[src/rtl/core/mtf_pkg.sv]
// ----------------------------------------------------------------------------
// mtf_pkg - shared types for the move-to-front key list
// Operation and status codes, controller states and the command word that
// the controller broadcasts to every cell of the chain.
// ----------------------------------------------------------------------------
package mtf_pkg;

  localparam int KEY_W   = 32;
  localparam int DATA_W  = 32;
  localparam int COUNT_W = 8;

  // operation codes of an input beat
  localparam logic OP_INSERT = 1'b0;
  localparam logic OP_SEARCH = 1'b1;

  // status codes of a result beat
  typedef enum logic [1:0] {
    ST_INSERTED = 2'd0,
    ST_FULL     = 2'd1,
    ST_HIT      = 2'd2,
    ST_MISS     = 2'd3
  } status_t;

  // controller states
  typedef enum logic [1:0] {
    S_IDLE,
    S_SCAN,
    S_MOVE
  } state_t;

  // command broadcast to all cells
  typedef struct packed {
    logic advance;       // move scan token one cell back
    logic clear;         // drop token and passed marks
    logic shift_all;     // insert: every cell takes its neighbor's entry
    logic shift_passed;  // move to front: cells the token passed shift
  } cell_cmd_t;

endpackage

[src/rtl/core/mtf_cell.sv]
// ----------------------------------------------------------------------------
// mtf_cell - one slot of the key list
// Holds a key, a data word and a valid bit, takes its front neighbor's entry
// on a shift, and passes the scan token one cell back per cycle on an advance command.
// ----------------------------------------------------------------------------
module mtf_cell (
  input  logic                              clk,
  input  logic                              rst_n,
  input  mtf_pkg::cell_cmd_t                cmd,
  input  logic [mtf_pkg::KEY_W-1:0]         query_key,
  input  logic [mtf_pkg::KEY_W-1:0]         prev_key,
  input  logic signed [mtf_pkg::DATA_W-1:0] prev_data,
  input  logic                              prev_valid,
  input  logic                              prev_tok,
  output logic [mtf_pkg::KEY_W-1:0]         key_o,
  output logic signed [mtf_pkg::DATA_W-1:0] data_o,
  output logic                              valid_o,
  output logic                              tok_o,
  output logic                              hit,
  output logic signed [mtf_pkg::DATA_W-1:0] hit_data
);

  logic [mtf_pkg::KEY_W-1:0]         key_r;
  logic signed [mtf_pkg::DATA_W-1:0] data_r;
  logic                              valid_r, valid_nxt;
  logic                              tok_r, tok_nxt;
  logic                              passed_r, passed_nxt;
  logic                              shift;

  // token and passed marks
  always_comb begin
    tok_nxt    = tok_r;
    passed_nxt = passed_r;
    if (cmd.clear) begin
      tok_nxt    = 1'b0;
      passed_nxt = 1'b0;
    end else if (cmd.advance) begin
      tok_nxt    = prev_tok;
      passed_nxt = passed_r | prev_tok;
    end
  end

  assign shift     = cmd.shift_all | (cmd.shift_passed & passed_r);
  assign valid_nxt = shift ? prev_valid : valid_r;

  // control state
  always_ff @(posedge clk) begin
    if (!rst_n) begin
      valid_r  <= 1'b0;
      tok_r    <= 1'b0;
      passed_r <= 1'b0;
    end else begin
      valid_r  <= valid_nxt;
      tok_r    <= tok_nxt;
      passed_r <= passed_nxt;
    end
  end

  // entry payload
  always_ff @(posedge clk) begin
    if (shift) begin
      key_r  <= prev_key;
      data_r <= prev_data;
    end
  end

  // compare only where the token sits
  assign hit      = tok_r & valid_r & (key_r == query_key);
  assign hit_data = hit ? data_r : '0;

  assign key_o   = key_r;
  assign data_o  = data_r;
  assign valid_o = valid_r;
  assign tok_o   = tok_r;

endmodule

[config.mk]
export PLATFORM = sky130hd
export DESIGN_NAME = mtf_cell
export DESIGN_NICKNAME = d
export VERILOG_FILES = /design/src/rtl/core/mtf_pkg.sv /design/src/rtl/core/mtf_cell.sv
export SDC_FILE = /design/constraint.sdc
export NUM_CORES = 1
export LEC_CHECK = 0
export BUFFER_PORTS_ARGS = -buffer_cell sky130_fd_sc_hd__buf_2
export CORE_ASPECT_RATIO = 0.75
export CORE_MARGIN = 2
export CORE_UTILIZATION = 40
export CTS_CLUSTER_SIZE = 24
export DETAILED_ROUTE_END_ITERATION = 8
export MAX_ROUTING_LAYER = met4
export PLACE_DENSITY = 0.78
export SYNTH_ARGS = -nofsm -noshare
export SYNTH_HDL_FRONTEND = slang
export SYNTH_SLANG_ARGS = --single-unit
[constraint.sdc]
create_clock -name clk -period 4.9 [get_ports clk]
set_input_delay 0 -clock clk [delete_from_list [all_inputs] [get_ports clk]]
set_output_delay 0 -clock clk [all_outputs]
set_load 0.02 [all_outputs]
; ---- Yosys cells after proc, flatten, opt, wreduce, memory -nomap -nowiden
; Index checks and enable logic that the tools add are counted.
[word_totals]
ff_bits = 67
inputBits = 104
[op_classes]
eq_ne = 1
n_reduce_logical = 1
mux = 1
bitwise_logic = 6
[op_table]
columns = operator, n
row1 = 32-bit equality test, 1
row2 = 32-bit 2-to-1 mux, 1
row3 = 1-bit AND, 3
row4 = 1-bit bitwise OR, 2
row5 = 2-bit OR reduction, 1
row6 = 1-bit NOT, 1

; ---- Longest topological paths before layout
; Gate-level depths: netlist (run 1).
[depth]
ltp_word = 3
ltp_mapped = 6
depth_no_buf = 4

; ---- Worst setup path after synthesis (run 1)
; Ideal clock, no wire load.
[synth_timing]
path_type = register -> register
start = register passed_r
end = register valid_r (netlist: valid_o)
setup_slack_ps = 2739
stages_incl_launch_ff = 4
n_path_buf = 0
arrival_time_ps = 2040
required_time_ps = 4779
setup_ps = 121
path_cell_list = dfxtp_1 -> a21o_1 -> mux2i_1 -> nor2b_1
[synth_between]
elab_chain_len = 2
[synth_lines]
columns = element, line
row1 = from (decl), mtf_cell.sv:27  ; logic passed_r, passed_nxt;
row2 = from (signal assigned), mtf_cell.sv:55  ; passed_r <= passed_nxt;
row3 = 1-bit AND, mtf_cell.sv:43  ; assign shift = cmd.shift_all | (cmd.shift_passed & passed_r);
row4 = 1-bit bitwise OR, mtf_cell.sv:43
row5 = via shift, mtf_cell.sv:28  ; logic shift;
row6 = to (signal assigned), mtf_cell.sv:53  ; valid_r <= valid_nxt;
row7 = to (decl), mtf_cell.sv:25  ; logic valid_r, valid_nxt;
; The timed path passes the listed nets, and every way through them passes these cells.
; A chain may end at the register's enable or synchronous reset.

; ---- Worst setup path after layout (run 1)
[layout_timing]
start = register key_r, in the netlist key_o[4]
end = output port hit_data[0] in the netlist's numbering
[layout_between]
elab_chain_len = 3
[layout_lines]
columns = element, line
row1 = from (decl), mtf_cell.sv:23  ; logic [mtf_pkg::KEY_W-1:0] key_r;
row2 = from (signal assigned), mtf_cell.sv:62  ; key_r <= prev_key;
row3 = 32-bit equality test, mtf_cell.sv:68  ; assign hit = tok_r & valid_r & (key_r == query_key);
row4 = 1-bit AND, mtf_cell.sv:68
row5 = 32-bit 2-to-1 mux, mtf_cell.sv:69  ; assign hit_data = hit ? data_r : '0;
row6 = to (decl), mtf_cell.sv:20  ; output logic signed [mtf_pkg::DATA_W-1:0] hit_data
; No other way between the ends.

==> out/summary.txt, run 1 <==
# fillers - 477
leading cell type in the layout, fill and taps excluded - buf_2
Ys Warns - 0
site row count - 26
Area contributors post-synth - edfxtp_1 66%, nor3_2 10%, xor2_1 5.7%
Crit Path Class - flop to output pin
Worst path slowest cell - or4_2
GRT Total Usage - 22.43%
Pins Over Slew Limit - 0
drt total wl - 8.653 mm
most frequent cells in the layout - 202 x buf_2, 70 x dlygate4sd3_1, 64 x edfxtp_1
root buffer cell - clkbuf_8
I/O Buffers - 202
final period utilization - 54.82%
Met1 Wirelength - 3.223 mm
Mean Syn Cell Area - 15.03 µm²
Netlist cell types - 22
largest fanout on the critical path - 33
cell taking the most area after synthesis - edfxtp_1
Syn Inst Count - 194
largest net degree at the start of global routing - 35
Vias/cell - 4.531
Critical Path Source Type - flop
Hold WC Path Type - primary input to flop
clock slew at reported path FFs - 0.08 ns
TritonCTS buffer count - 9
clk sinks - 67
status - finished, final reports clean
core area - 0.006929 mm²
crit-path max cell delay - 1.12 ns
DPL Wire Length - 5.638 mm
Initial Util - 42.07%
max_slew headroom - 38.61%
RSZ-0062 raised after global routing - no
CTS tree - built
Die Ht - 77.94 µm
sequential fraction of the synthesis area - 67.98%
vias post-DR - 2,596
RePlAce Congestion - 0.8161
LEAKAGE - 0.002082 µW
DRC Markers - 0
share of layout cells above drive strength 1 - 52.84%
maxcap violations - 0
# diodes - 0
Longest Clk Path Bufs - 2
Synth Cell Area - 0.002915 mm²
met2 WL post-DR - 4.569 mm
Post-DRT Antenna Nets - 0
initial antenna violation count - 0
Peak Freq - 372.3 MHz
Least-Margin Pin Slew - 0.9209 ns
Nets - 574
vias in the first global route - 2,812
final hold violations - 0
CTS resizes - 0
PwrDens - 283.0 mW/mm²
# H-tree levels - 3
final worst path period need - 2.686 ns
Layout Skew - 0.008336 ns
CP Cell Sequence - xnor2_1, nand4_1, or4_2, nor3_1, buf_2
Die Width - 102.6 µm
setup TNS - 0 ns
Tot Pwr - 1385 µW
WL/cell - 15.10 µm
first-pass GRT wire length - 13.16 mm
Syn Nets - 298
final setup vio count - 0
Highest Signal Layer - met4
post-synth top area share - 65.92%
CP Data Required Time - 4.90 ns
area grow syn2layout - 67.85%
full die area - 0.007995 mm²
grt total ovfl - 0
drt first pass iters - 4
First DRT Iteration DRCs - 107
Met3 Routed Length - 685 µm
kind of end point of the critical path - output pin
I/O pins - 203
Synth Register Bits - 67
Peak VDD IR - 0.2522 mV
Critical Path AT - 2.69 ns
worst-skew pair later-pin latency - 0.33 ns
==> where the power goes <==
part	internal, µW	switching [µW]
Combinational	107	110
Sequential	667	19.4
Clock	282	199
==> cells by family after synthesis <==
| group | after synthesis | share of synthesized area (%) |
|---|---|---|
| AOI/OAI and AO/OA | 2 | 0.4291 |
| xor gates and xnor gates | 32 | 9.614 |
| buffers and inverters | 11 | 3.348 |
| DFF | 67 | 67.98 |
| muxes | 2 | 0.6867 |
| and+or+nand+nor | 80 | 17.94 |
==> timing repair <==
action	4_1_cts	5_1_grt
hold endpoints to repair	67	0
setup buffers	0	0
hold buffers	70	0
==> final cells by class <==
cell class / count / area [µm²] / share of cell area [%]
multi-input cells: 116 / 843.3 / 17.23
inverters: 1 / 3.754 / 0.07671
repair buffers: 275 / 1734 / 35.44
flip-flops and latches: 67 / 1982 / 40.50
well taps: 98 / 122.6 / 2.506
clock inverters: 6 / 80.08 / 1.636
clock buffers: 10 / 127.6 / 2.608
==> state kept, by name, indices dropped and copies added, names as in the netlist <==
register,cells
data_o,32
key_o,32
passed_r,1
tok_o,1
valid_o,1
==> stage by stage <==
stage	area [µm²]	setup slack (ns)	utilization, %	std cells	hold WS, ns
after floorplan	2915	2.739	-	194	0.09887
after global placement	3985	2.636	57.51	487	0.1760
after global routing	4893	2.016	70.62	573	0.3602
final	4893	2.214	70.62	573	0.3707
after CTS	4893	2.199	70.62	573	0.3546
after detailed placement	3985	2.574	57.51	487	0.1783
==> path summary, 6_finish.rpt <==
kind / start / to / slack (ns) / cells after the start
hold / removal: prev_key[3] / key_o[3] / 0.37 / 2
setup / recovery: key_o[4] / hit_data[0] / 2.21 / 5
hold reg to reg: passed_r / data_o[10] / 1.02 / 1
setup reg to reg: passed_r / valid_o / 2.96 / 4
==> routing by layer <==
metal / GRT usage [%] / vias up
met2: 40.72 / 134
met4: 8.000 / 0
li1: - / 1248
met5: - / -
met1: 22.22 / 1198
met3: 7.297 / 16
==> worst max-delay path: cells and delay by family, from the launching register on <==
family        cells  cell delay [ns]
simple gates      3             1.56
flops             1             0.41
buf+inv           1             0.21
xor+xnor          1             0.15
==> synthesized netlist by cell type <==
library cell   n
inv_1          1
dfxtp_1        3
mux2i_1        2
buf_12         3
buf_6          1
edfxtp_1      64
nor3_2        30
or4_1          1
nand2b_1       1
a21oi_1        1
nor2b_1        1
buf_1          3
xnor2_1       13
nand2_1       32
xor2_1        19
nor2_1         2
a21o_1         1
nand4_1        4
nand3_1        1
nor3_1         4
clkbuf_1       3
nor4_1         4
(Power assumes the default switching activity.)
==> run 2, diff against run 1 <==
==> constraint.sdc (replaced) <==
create_clock -name clk -period 2.8 [get_ports clk]
set_input_delay 0 -clock clk [delete_from_list [all_inputs] [get_ports clk]]
set_output_delay 0 -clock clk [all_outputs]
set_load 0.02 [all_outputs]
==> out/summary.txt, run 2 (synthesis gave the netlist of run 1 again) <==
crit path to - hit_data[13]
First DRT Iteration DRCs - 99
final period utilization - 87.30%
reg2reg path depth - 4
I/O Buffers - 202
drt total wl - 8.597 mm
# H-tree levels - 3
Post-DRT Antenna Nets - 0
Critical Path Source Type - flop
final setup margin - 0.3556 ns
crit-path leading delay family - simple AND/OR/NAND/NOR gates
core area - 0.006929 mm²
full die area - 0.007995 mm²
area grow syn2layout - 69.57%
PwrDens - 503.4 mW/mm²
Pins Over Slew Limit - 0
final setup vio count - 0
Reg2Reg Launch Point - passed_r
Die Width - 102.6 µm
CP Depth - 6
leading cell type in the layout, fill and taps excluded - buf_2
CP Data Required Time - 2.80 ns
TritonCTS buffer count - 9
root buffer cell - clkbuf_8
reg2reg setup slack - 0.83 ns
grt total ovfl - 0
clk sinks - 67
Peak VDD IR - 0.3409 mV
kind of end point of the critical path - output pin
Least-Margin Pin Slew - 0.7651 ns
Nets - 576
largest fanout on the critical path - 33
initial antenna violation count - 0
RePlAce Congestion - 0.8148
DPL Wire Length - 5.780 mm
share of layout cells above drive strength 1 - 53.25%
I/O pins - 203
Longest Clk Path Bufs - 2
CTS tree - built
worst-skew pair later-pin latency - 0.34 ns
Crit Path Class - flop to output pin
GRT Total Usage - 22.54%
# diodes - 0
maxcap violations - 0
CP Buf/Inv Count - 2
Worst path slowest cell - or4_2
vias in the first global route - 2,751
status - finished, final reports clean
DRC Markers - 0
CP startpoint - key_o[25]
max_slew headroom - 48.99%
most frequent cells in the layout - 202 x buf_2, 71 x dlygate4sd3_1, 64 x edfxtp_1
Layout Skew - 0.01170 ns
RSZ-0062 raised after global routing - no
largest net degree at the start of global routing - 35
drt first pass iters - 4
CP Cell Sequence - xnor2_1, nand4_1, or4_2, buf_4, nor3_2, buf_2
final worst path period need - 2.444 ns
site row count - 26
post-placement setup slack - 0.7151 ns
vias post-DR - 2,635
Hold WC Path Type - primary input to flop
Initial Util - 42.07%
crit-path max cell delay - 0.67 ns
Critical Path AT - 2.44 ns
R2R Path End - valid_o
final hold violations - 0
clock slew at reported path FFs - 0.07 ns
first-pass GRT wire length - 13.08 mm
LEAKAGE - 0.002109 µW
# fillers - 494
Die Ht - 77.94 µm
Vias/cell - 4.583
Peak Freq - 409.1 MHz
WL/cell - 14.95 µm
setup TNS - 0 ns
## run 2: changes by cell type in the layout (fill, tap and decap cells not counted)
cell,delta
buf_12,+1
clkinv_1,-2
dlygate4sd3_1,+1
clkbuf_8,+2
## run 2: what timing repair did
action / 4_1_cts / 5_1_grt
gates resized for setup: 0 / 0
hold buffers: 71 / 0
setup buffers: 0 / 0
endpoints found under the hold margin: 67 / 0
## run 2: worst min-delay path by stage
stage	startpoint	to	slack [ns]	depth (start not counted)
final	prev_key[10]	key_o[10]	0.37	2
after global routing	prev_key[3]	key_o[3]	0.35	2
after CTS	prev_key[6]	key_o[6]	0.35	2
after detailed placement	prev_key[27]	key_o[27]	0.18	1
after global placement	prev_key[14]	key_o[14]	0.18	1
after floorplan	prev_data[0]	data_o[0]	0.1	0
## run 2: where the power goes
group | total (µW) | switching (µW) | internal [µW]
sequential | 1200 | 34.0 | 1170
combinational | 387 | 197 | 190
clock | 900 | 351 | 549
## run 2: per-layer routing
layer	up-vias	part of all wire, %	routed length (µm)	track usage, %
met5	-	0	0	-
met4	0	1.9	164	9.200
met3	17	7.2	621	6.306
met2	139	53	4570	40.07
met1	1224	38	3241	23.25
li1	1255	-	-	-
## run 2: area by class of cell
| type | instances | area (µm²) | share of cell area, % |
|---|---|---|---|
| multi-input combinational | 116 | 843.3 | 17.06 |
| sequential | 67 | 1982 | 40.09 |
| clock inverter | 4 | 72.57 | 1.468 |
| tap | 98 | 122.6 | 2.480 |
| timing repair buffer | 277 | 1764 | 35.69 |
| inverter | 1 | 3.754 | 0.07593 |
| clock buffer | 12 | 155.1 | 3.138 |
## run 2: worst reg2reg max path, stage by stage, from the launching register on
cell and delay, ns:
dfxtp_1 0.35, a21o_2 0.63, mux2i_1 0.28, nor2b_1 0.06, dlygate4sd3_1 0.55
## run 2: stage by stage
step	hold WS, ns	total power, µW	instance area [µm²]	util [%]	instances
final	0.3697	2489	4943	71.34	575
after global routing	0.3473	2588	4943	71.34	575
after CTS	0.3452	2510	4943	71.34	575
after detailed placement	0.1781	1527	4005	57.80	488
after global placement	0.1765	1515	4005	57.80	488
after floorplan	0.09887	1373	2915	-	194
